$ cat src/design/mtt_pkg.sv
`timescale 1ns / 1ps
`default_nettype none
// ----------------------------------------------------------------------------
// mtt_pkg
// Shared types, widths and helpers for the A times A-transpose unit.
// ----------------------------------------------------------------------------
package mtt_pkg;

	localparam int MAX_SIZE = 8;
	localparam int DATA_W   = 16;
	localparam int SUM_W    = 35;
	localparam int PROD_W   = 2 * DATA_W;
	localparam int IDX_W    = 3;
	localparam int SIZE_W   = 4;
	localparam int CNT_W    = 7;
	localparam int ADDR_W   = $clog2(MAX_SIZE * MAX_SIZE);
	localparam int QDEPTH   = 2;
	localparam int QPTR_W   = $clog2(QDEPTH);
	localparam int QCNT_W   = $clog2(QDEPTH + 1);

	localparam logic [SIZE_W-1:0] SIZE_RESET = SIZE_W'(MAX_SIZE);

	// one finished matrix waiting for the back end
	typedef struct packed {
		logic              bank;
		logic [SIZE_W-1:0] size;
	} job_t;

	// store write request from the front end
	typedef struct packed {
		logic              en;
		logic              bank;
		logic [ADDR_W-1:0] addr;
		logic [DATA_W-1:0] data;
	} mem_wr_t;

	// control carried along the multiply-accumulate pipeline
	typedef struct packed {
		logic             valid;
		logic             first;
		logic             last;
		logic             final_entry;
		logic [IDX_W-1:0] row;
		logic [IDX_W-1:0] col;
	} ctrl_t;

	// clamp the register value to the supported range of sizes
	function automatic logic [SIZE_W-1:0] eff_size(input logic [SIZE_W-1:0] raw);
		logic [SIZE_W-1:0] n;
		n = raw;
		if (n == '0)
			n = SIZE_W'(1);
		if (n > SIZE_W'(MAX_SIZE))
			n = SIZE_W'(MAX_SIZE);
		return n;
	endfunction

endpackage
`default_nettype wire

$ cat src/design/mtt_front.sv
`timescale 1ns / 1ps
`default_nettype none
// ----------------------------------------------------------------------------
// mtt_front
// Holds the size register, takes elements, writes them into the current
// store bank and posts a job when the matrix is complete.
// ----------------------------------------------------------------------------
module mtt_front (
	input  wire logic                        clk,
	input  wire logic                        arst_n,
	input  wire logic                        start,
	input  wire logic                        busy,
	input  wire logic [mtt_pkg::DATA_W-1:0]  element_value,
	input  wire logic                        cfg_valid,
	input  wire logic [mtt_pkg::SIZE_W-1:0]  cfg_data,
	output      logic                        cfg_ready,
	output      mtt_pkg::mem_wr_t            mem_wr,
	output      logic                        push,
	output      mtt_pkg::job_t               push_job
);

	logic [mtt_pkg::SIZE_W-1:0] size_q;
	logic [mtt_pkg::CNT_W-1:0]  load_count_q;
	logic                       bank_q;
	logic [mtt_pkg::SIZE_W-1:0] n;
	logic [mtt_pkg::CNT_W-1:0]  total;
	logic [mtt_pkg::CNT_W-1:0]  count_next;
	logic                       accept;
	logic                       complete;

	assign cfg_ready  = 1'b1;
	assign accept     = start && !busy;
	assign n          = mtt_pkg::eff_size(size_q);
	assign total      = mtt_pkg::CNT_W'(n) * mtt_pkg::CNT_W'(n);
	assign count_next = load_count_q + mtt_pkg::CNT_W'(1);
	assign complete   = accept && (count_next >= total);

	always_comb begin
		mem_wr.en   = accept;
		mem_wr.bank = bank_q;
		mem_wr.addr = load_count_q[mtt_pkg::ADDR_W-1:0];
		mem_wr.data = element_value;
	end

	assign push          = complete;
	assign push_job.bank = bank_q;
	assign push_job.size = n;

	always_ff @(posedge clk or negedge arst_n) begin
		if (!arst_n) begin
			size_q       <= mtt_pkg::SIZE_RESET;
			load_count_q <= '0;
			bank_q       <= 1'b0;
		end else begin
			if (cfg_valid && cfg_ready)
				size_q <= cfg_data;
			if (complete) begin
				// switch banks so the next matrix loads while this one computes
				load_count_q <= '0;
				bank_q       <= !bank_q;
			end else if (accept) begin
				load_count_q <= count_next;
			end
		end
	end

endmodule
`default_nettype wire

$ cat src/design/mtt_queue.sv
`timescale 1ns / 1ps
`default_nettype none
// ----------------------------------------------------------------------------
// mtt_queue
// Short job queue between the loading front end and the compute back end.
// ----------------------------------------------------------------------------
module mtt_queue (
	input  wire logic                        clk,
	input  wire logic                        arst_n,
	input  wire logic                        push,
	input  wire mtt_pkg::job_t               push_job,
	input  wire logic                        pop,
	output      logic                        pop_valid,
	output      mtt_pkg::job_t               pop_job,
	output      logic [mtt_pkg::QCNT_W-1:0]  count
);

	mtt_pkg::job_t              entries_q [mtt_pkg::QDEPTH];
	logic [mtt_pkg::QPTR_W-1:0] wr_ptr_q;
	logic [mtt_pkg::QPTR_W-1:0] rd_ptr_q;
	logic [mtt_pkg::QCNT_W-1:0] count_q;

	assign pop_valid = (count_q != '0);
	assign pop_job   = entries_q[rd_ptr_q];
	assign count     = count_q;

	always_ff @(posedge clk) begin
		if (push)
			entries_q[wr_ptr_q] <= push_job;
	end

	always_ff @(posedge clk or negedge arst_n) begin
		if (!arst_n) begin
			wr_ptr_q <= '0;
			rd_ptr_q <= '0;
			count_q  <= '0;
		end else begin
			if (push)
				wr_ptr_q <= wr_ptr_q + mtt_pkg::QPTR_W'(1);
			if (pop)
				rd_ptr_q <= rd_ptr_q + mtt_pkg::QPTR_W'(1);
			if (push && !pop)
				count_q <= count_q + mtt_pkg::QCNT_W'(1);
			else if (pop && !push)
				count_q <= count_q - mtt_pkg::QCNT_W'(1);
		end
	end

`ifndef SYNTHESIS
	a_no_overflow: assert property (@(posedge clk) disable iff (!arst_n)
		push |-> (count_q != mtt_pkg::QCNT_W'(mtt_pkg::QDEPTH)))
		else $error("job queue overflow");

	a_no_underflow: assert property (@(posedge clk) disable iff (!arst_n)
		pop |-> (count_q != '0))
		else $error("job queue underflow");
`endif

endmodule
`default_nettype wire

$ cat src/design/mtt_back.sv
`timescale 1ns / 1ps
`default_nettype none
// ----------------------------------------------------------------------------
// mtt_back
// Two-bank element store and one shared multiply-accumulate. Walks i, j, k
// for each job and emits one product entry for each (i, j) pair.
// ----------------------------------------------------------------------------
module mtt_back (
	input  wire logic                               clk,
	input  wire logic                               arst_n,
	input  wire mtt_pkg::mem_wr_t                   mem_wr,
	input  wire logic                               job_valid,
	input  wire mtt_pkg::job_t                      job,
	output      logic                               pop,
	output      logic                               active,
	output      logic                               result_valid,
	output      logic [mtt_pkg::IDX_W-1:0]          row_index,
	output      logic [mtt_pkg::IDX_W-1:0]          column_index,
	output      logic signed [mtt_pkg::SUM_W-1:0]   product_value,
	output      logic                               last_entry
);

	localparam int MEM_AW = mtt_pkg::ADDR_W + 1;

	logic [mtt_pkg::DATA_W-1:0] mem_q [2 ** MEM_AW];

	logic                       active_q;
	logic                       bank_q;
	logic [mtt_pkg::SIZE_W-1:0] size_q;
	logic [mtt_pkg::IDX_W-1:0]  i_q;
	logic [mtt_pkg::IDX_W-1:0]  j_q;
	logic [mtt_pkg::IDX_W-1:0]  k_q;

	logic [mtt_pkg::ADDR_W-1:0] n_ext;
	logic [mtt_pkg::ADDR_W-1:0] addr_a;
	logic [mtt_pkg::ADDR_W-1:0] addr_b;
	logic [mtt_pkg::IDX_W-1:0]  last_idx;
	logic                       k_end;
	logic                       j_end;
	logic                       i_end;
	mtt_pkg::ctrl_t             ctrl_s0;

	logic signed [mtt_pkg::DATA_W-1:0] a_s1;
	logic signed [mtt_pkg::DATA_W-1:0] b_s1;
	mtt_pkg::ctrl_t                    ctrl_s1;
	logic signed [mtt_pkg::PROD_W-1:0] prod_s2;
	mtt_pkg::ctrl_t                    ctrl_s2;
	logic signed [mtt_pkg::SUM_W-1:0]  acc_q;
	logic signed [mtt_pkg::SUM_W-1:0]  prod_ext;
	logic signed [mtt_pkg::SUM_W-1:0]  acc_next;

	logic                              result_valid_q;
	logic [mtt_pkg::IDX_W-1:0]         row_q;
	logic [mtt_pkg::IDX_W-1:0]         col_q;
	logic signed [mtt_pkg::SUM_W-1:0]  value_q;
	logic                              last_q;

	assign pop    = !active_q && job_valid;
	assign active = active_q;

	// element (r, k) sits at r*n+k of the bank
	assign n_ext    = mtt_pkg::ADDR_W'(size_q);
	assign addr_a   = mtt_pkg::ADDR_W'(i_q) * n_ext + mtt_pkg::ADDR_W'(k_q);
	assign addr_b   = mtt_pkg::ADDR_W'(j_q) * n_ext + mtt_pkg::ADDR_W'(k_q);
	assign last_idx = mtt_pkg::IDX_W'(size_q - mtt_pkg::SIZE_W'(1));
	assign k_end    = (k_q == last_idx);
	assign j_end    = (j_q == last_idx);
	assign i_end    = (i_q == last_idx);

	always_comb begin
		ctrl_s0.valid       = active_q;
		ctrl_s0.first       = (k_q == '0);
		ctrl_s0.last        = k_end;
		ctrl_s0.final_entry = i_end && j_end;
		ctrl_s0.row         = i_q;
		ctrl_s0.col         = j_q;
	end

	always_ff @(posedge clk) begin
		if (mem_wr.en)
			mem_q[{mem_wr.bank, mem_wr.addr}] <= mem_wr.data;
		a_s1 <= mem_q[{bank_q, addr_a}];
		b_s1 <= mem_q[{bank_q, addr_b}];
	end

	always_ff @(posedge clk or negedge arst_n) begin
		if (!arst_n) begin
			active_q <= 1'b0;
			bank_q   <= 1'b0;
			size_q   <= mtt_pkg::SIZE_RESET;
			i_q      <= '0;
			j_q      <= '0;
			k_q      <= '0;
		end else if (pop) begin
			active_q <= 1'b1;
			bank_q   <= job.bank;
			size_q   <= job.size;
			i_q      <= '0;
			j_q      <= '0;
			k_q      <= '0;
		end else if (active_q) begin
			if (!k_end) begin
				k_q <= k_q + mtt_pkg::IDX_W'(1);
			end else begin
				k_q <= '0;
				if (!j_end) begin
					j_q <= j_q + mtt_pkg::IDX_W'(1);
				end else begin
					j_q <= '0;
					if (!i_end)
						i_q <= i_q + mtt_pkg::IDX_W'(1);
					else
						active_q <= 1'b0;
				end
			end
		end
	end

	always_ff @(posedge clk) begin
		prod_s2 <= a_s1 * b_s1;
	end

	assign prod_ext = mtt_pkg::SUM_W'(prod_s2);
	assign acc_next = ctrl_s2.first ? prod_ext : acc_q + prod_ext;

	always_ff @(posedge clk) begin
		if (ctrl_s2.valid)
			acc_q <= acc_next;
		if (ctrl_s2.valid && ctrl_s2.last) begin
			row_q   <= ctrl_s2.row;
			col_q   <= ctrl_s2.col;
			value_q <= acc_next;
			last_q  <= ctrl_s2.final_entry;
		end
	end

	always_ff @(posedge clk or negedge arst_n) begin
		if (!arst_n) begin
			ctrl_s1        <= '0;
			ctrl_s2        <= '0;
			result_valid_q <= 1'b0;
		end else begin
			ctrl_s1        <= ctrl_s0;
			ctrl_s2        <= ctrl_s1;
			result_valid_q <= ctrl_s2.valid && ctrl_s2.last;
		end
	end

	assign result_valid  = result_valid_q;
	assign row_index     = row_q;
	assign column_index  = col_q;
	assign product_value = value_q;
	assign last_entry    = last_q;

`ifndef SYNTHESIS
	a_last_on_diag: assert property (@(posedge clk) disable iff (!arst_n)
		(result_valid_q && last_q) |-> (row_q == col_q))
		else $error("last entry off the diagonal");

	a_k_in_range: assert property (@(posedge clk) disable iff (!arst_n)
		active_q |-> (mtt_pkg::SIZE_W'(k_q) < size_q))
		else $error("reduction index past matrix size");
`endif

endmodule
`default_nettype wire

$ cat src/design/matrix_times_own_transpose.sv
`timescale 1ns / 1ps
`default_nettype none
// With the back end idle, the queue hands the job over once the element closing an n x n
// matrix is accepted; each term then passes the store read, product and output registers.
// Product entries follow one per (i, j) pair; results cannot be stalled by the receiver.
// One shared multiply-accumulate computes every term of each matrix; busy holds input
// while one matrix computes and the next waits.
// Reset clears counters and sets size to 8; store contents stay undefined.
// ----------------------------------------------------------------------------
// matrix_times_own_transpose
// Computes P = A * A^T for a square matrix streamed in row-major order.
// ----------------------------------------------------------------------------
module matrix_times_own_transpose (
	input  wire logic                               clk,
	input  wire logic                               arst_n,
	input  wire logic                               start,
	output      logic                               busy,
	input  wire logic signed [mtt_pkg::DATA_W-1:0]  element_value,
	input  wire logic                               cfg_valid,
	output      logic                               cfg_ready,
	input  wire logic [mtt_pkg::SIZE_W-1:0]         cfg_data,
	output      logic                               result_valid,
	output      logic [mtt_pkg::IDX_W-1:0]          row_index,
	output      logic [mtt_pkg::IDX_W-1:0]          column_index,
	output      logic signed [mtt_pkg::SUM_W-1:0]   product_value,
	output      logic                               last_entry
);

	mtt_pkg::mem_wr_t           mem_wr;
	logic                       push;
	mtt_pkg::job_t              push_job;
	logic                       pop;
	logic                       job_valid;
	mtt_pkg::job_t              job;
	logic [mtt_pkg::QCNT_W-1:0] q_count;
	logic                       active;

	// both banks in use: one job running or queued plus one more queued
	assign busy = ((mtt_pkg::QCNT_W + 1)'(q_count) + (mtt_pkg::QCNT_W + 1)'(active))
		>= (mtt_pkg::QCNT_W + 1)'(2);

	mtt_front u_front (
		.clk           (clk),
		.arst_n        (arst_n),
		.start         (start),
		.busy          (busy),
		.element_value (element_value),
		.cfg_valid     (cfg_valid),
		.cfg_data      (cfg_data),
		.cfg_ready     (cfg_ready),
		.mem_wr        (mem_wr),
		.push          (push),
		.push_job      (push_job)
	);

	mtt_queue u_queue (
		.clk       (clk),
		.arst_n    (arst_n),
		.push      (push),
		.push_job  (push_job),
		.pop       (pop),
		.pop_valid (job_valid),
		.pop_job   (job),
		.count     (q_count)
	);

	mtt_back u_back (
		.clk           (clk),
		.arst_n        (arst_n),
		.mem_wr        (mem_wr),
		.job_valid     (job_valid),
		.job           (job),
		.pop           (pop),
		.active        (active),
		.result_valid  (result_valid),
		.row_index     (row_index),
		.column_index  (column_index),
		.product_value (product_value),
		.last_entry    (last_entry)
	);

endmodule
`default_nettype wire

$ cat config.mk
export PLATFORM = sky130hd
export DESIGN_NAME = matrix_times_own_transpose
export DESIGN_NICKNAME = d
export VERILOG_FILES = /design/src/design/mtt_pkg.sv /design/src/design/mtt_front.sv /design/src/design/mtt_queue.sv /design/src/design/mtt_back.sv /design/src/design/matrix_times_own_transpose.sv
export SDC_FILE = /design/constraint.sdc
export NUM_CORES = 2
export LEC_CHECK = 0
export BUFFER_PORTS_ARGS = -buffer_cell sky130_fd_sc_hd__buf_4
export CAP_MARGIN = 10
export CORE_AREA = 2 2 421 423
export DETAILED_ROUTE_END_ITERATION = 12
export DIE_AREA = 0 0 423 425
export PLACE_DENSITY = 0.81
export SLEW_MARGIN = 5
export SYNTH_ARGS = -nofsm -noshare
export SYNTH_HDL_FRONTEND = slang
export SYNTH_SLANG_ARGS = --single-unit
$ cat constraint.sdc
create_clock -name clk -period 11.3 [get_ports clk]
set_input_delay 3.39 -clock clk [delete_from_list [all_inputs] [get_ports clk]]
set_output_delay 3.39 -clock clk [all_outputs]
set_load 0.01 [all_outputs]
==> results by group <==
Run status
  – Status: completed

GRT
  – Total gr overflow: 0
  – Tot GR Track Use: 0.377
  – Antenna violations before repair: 34
  – Vias in the first global route: 66500
  – Largest net degree at the start of global routing: 133
  – First-pass GRT wire length: 477 mm

Timing
  – RSZ-0062 raised after global routing: no
  – Final min period: 6.73 ns
  – Period utilization: 0.596
  – Slew @ Worst Pin: 1.34 ns
  – Setup TNS: 0 ns
  – Relative slew slack: 0.104
  – Max frequency: 0.149 GHz
  – Setup violators final: 0
  – Max Slew Vio Count: 0
  – Endpoints failing hold: 0
  – Clock Skew: 0.0560 ns
  – WHS: 0.342 ns

Floorplan
  – Die H: 425 um
  – Die W: 423 um
  – Die area: 180000 um2
  – Starting Density: 0.645
  – Core area: 175000 um2
  – Ports: 69
  – Site Rows: 154

Synthesis
  – Post-synthesis cell type count: 69
  – Synthesis Warnings: 0
  – Post-synth EDFFs: 2135
  – Syn_area_per_cell: 19.6 um2
  – Async S/R FF share, synth: 0.0231
  – Syn_nets: 6208
  – Mapped Area: 113000 um2
  – Mapped Cells: 5758
  – Flops & latches, synth: 2251
  – Register area share after synthesis: 0.590
  – Most used DFF post-synth: edfxtp_1

Cells and area
  – Layout cells sized above 1: 0.350
  – Finished Layout Cells: 8405
  – Syn-to-layout area delta: 10.0%
  – Final instance area: 124000 um2
  – Final net count: 6310
  – Final core occ: 0.710

Worst hold path
  – Hold Crit Class: register to register
  – Hold Crit Depth: 0

Clock tree
  – Total CTS buffers: 220
  – Setup Buffers After CTS: 0
  – Reg clk slew, reported paths: 0.06 ns
  – Clk sinks: 2251
  – CTS tree: done
  – Clock latency at the later pin of the worst-skew pair: 0.91 ns
  – H-Tree Depth: 4
  – CTS Root Buffer Type: clkbuf_16
  – Post-CTS Resized: 0
  – CTS Hold Bufs: 0
  – Clock Tree Buf Depth: 3

Route
  – DRT antenna net count: 0
  – Routed wire length: 333 mm
  – First-pass detailed-route iteration total: 6
  – DR DRC count: 0
  – DR vias: 65200
  – Via/cell ratio: 7.75
  – Avg WL per Cell: 39.7 um
  – Iteration-0 DRC Markers: 10800

Critical path
  – Arr. time, crit path: 7.50 ns
  – Crit. End Element: register
  – CP Capture Point: u_back.prod_s2[31]$_DFF_P_
  – Reg-to-reg endpoint: u_back.prod_s2[31]$_DFF_P_
  – Slack of the worst reg-to-reg path: 4.57 ns
  – CP startpoint: u_back.b_s1[1]$_DFF_P_
  – Critical R2R Launch: u_back.b_s1[1]$_DFF_P_
  – Data required, critical path: 12.07 ns
  – Crit path launch type: register
  – Worst Path Class, Setup: register to register
  – Critical path peak fanout: 16
  – Worst reg-to-reg path cell count: 19

Placement
  – Placed cell area: 117000 um2
  – Post-Place Cells: 7977
  – Final Wtd Congestion: 0.909
  – DP HPWL: 188 mm
  – IO buf count: 67

Power and ir drop
  – Leakage: 40.4 nW
  – Pwr/cell area: 135 nW/um2
  – Peak VDD IR: 0.156 mV

Flow run
  – Max cap viols: 0
==> cell usage after synthesis (12+ instances only) <==
cell	instances	area, um2
a21o_1	41	308
a21oi_1	56	280
and2_1	150	938
and3_1	12	75.1
buf_1	62	233
buf_2	98	490
clkbuf_1	204	766
dfrtp_1	50	1250
dfxtp_1	64	1280
edfxtp_1	2135	64100
fa_1	272	5450
ha_1	154	1930
inv_1	313	1170
mux2_2	38	428
mux4_2	1344	30300
nand2_1	214	803
nand3_1	28	140
nor2_1	190	713
nor3_1	15	75.1
o21a_1	13	97.6
o21ai_0	62	310
xnor2_1	53	464
xor2_1	30	263
==> stage by stage <==
stage	setup slack, ns	power, mW
finish	4.57	16.8
global route	4.23	17.1
global placement	4.79	9.44
CTS	4.57	16.8
detailed placement	4.60	9.45
floorplan	5.49	9.31
==> state kept, by name, indices dropped and copies added, names as in the netlist, 2 cells and up <==
signal	cells
u_back.acc_q	35
u_back.b_s1	16
u_front.size_q	4
u_back.j_q	3
u_back.product_value	35
u_back.mem_q	2048
u_back.i_q	3
u_front.load_count_q	7
u_back.ctrl_s2	10
u_back.row_index	3
u_back.prod_s2	32
u_back.ctrl_s1	10
u_back.column_index	3
u_back.k_q	3
u_queue.entries_q	10
u_back.size_q	4
u_back.a_s1	16
u_queue.count	2
==> critical path, cell delays in order, from the launching register on <==
cell and delay [ns]:
dfxtp_1 0.74, nand2_1 0.21, inv_1 0.18, fa_1 0.55
fa_1 0.84, fa_1 0.52, fa_1 0.50, fa_1 0.49
inv_1 0.05, fa_1 0.47, inv_1 0.04, ha_1 0.37
nand3_1 0.12, nor2_1 0.18, nand3_1 0.15, a211oi_1 0.46
a211oi_1 0.16, a31oi_1 0.31, a221oi_1 0.13, xnor2_1 0.14
==> final cells by class <==
class	count	area, um2
clock inverters	137	1460
flip-flops and latches	2251	66700
inverters	314	1180
multi-input cells	2818	44100
diodes	12	30.0
well taps	2340	2930
fillers	9852	50900
repair buffers	255	2170
clock buffers	278	5850
==> report_power, final <==
group          switching [mW]  total [mW]  leakage (nW)  internal [mW]
sequential            0.00240        9.12          20.4           9.12
clock                    3.32        7.53          3.55           4.21
combinational           0.143       0.159          16.4         0.0165
total                    3.47        16.8          40.4           13.3
==> layout by cell type, fill, tap and decap left out, types with 56 or more instances in the layout <==
master / synthesis / routed
fa_1: 272 / 270
dfxtp_1: 64 / 64
inv_1: 313 / 313
ha_1: 154 / 150
a21oi_1: 56 / 56
mux4_2: 1344 / 1344
and2_1: 150 / 149
buf_4: 9 / 235
o21ai_0: 62 / 62
clkbuf_16: 0 / 223
nor2_1: 190 / 62
edfxtp_1: 2135 / 2135
nor2_2: 0 / 124
nand2_1: 214 / 214
==> cells by family (layout without fill, tap and decap cells) <==
group                      Yosys count  in the layout  synth area share
other                                2             14         0.0000664
AOI/OAI and AO/OA                  252            252            0.0144
muxes                             1389           1389             0.272
and+or+nand+nor                    666            666            0.0278
DFF                               2251           2251             0.590
buffers and inverters              689            984            0.0244
xor gates and xnor gates            83             83           0.00643
adders and majority gates          426            426            0.0652
==> worst min path at each step <==
stage	startpoint	end	slack, ns
global placement	u_back.ctrl_s1[9]$_DFF_PN0_	u_back.ctrl_s2[9]$_DFF_PN0_	0.33
floorplan	u_back.ctrl_s1[0]$_DFF_PN0_	u_back.ctrl_s2[0]$_DFF_PN0_	0.33
detailed placement	u_back.ctrl_s1[0]$_DFF_PN0_	u_back.ctrl_s2[0]$_DFF_PN0_	0.33
CTS	u_back.ctrl_s1[8]$_DFF_PN0_	u_back.ctrl_s2[8]$_DFF_PN0_	0.34
finish	u_back.ctrl_s1[8]$_DFF_PN0_	u_back.ctrl_s2[8]$_DFF_PN0_	0.34
global route	u_back.ctrl_s1[9]$_DFF_PN0_	u_back.ctrl_s2[9]$_DFF_PN0_	0.36
==> layer usage <==
metal | GRT usage | vias to the layer above | wire [um]
li1 | - | 23900 | -
met1 | 0.480 | 33700 | 104000
met2 | 0.577 | 6227 | 157000
met3 | 0.129 | 1292 | 49500
met4 | 0.214 | 42 | 22700
met5 | 0.00450 | - | 437
(Power assumes the default switching activity.)
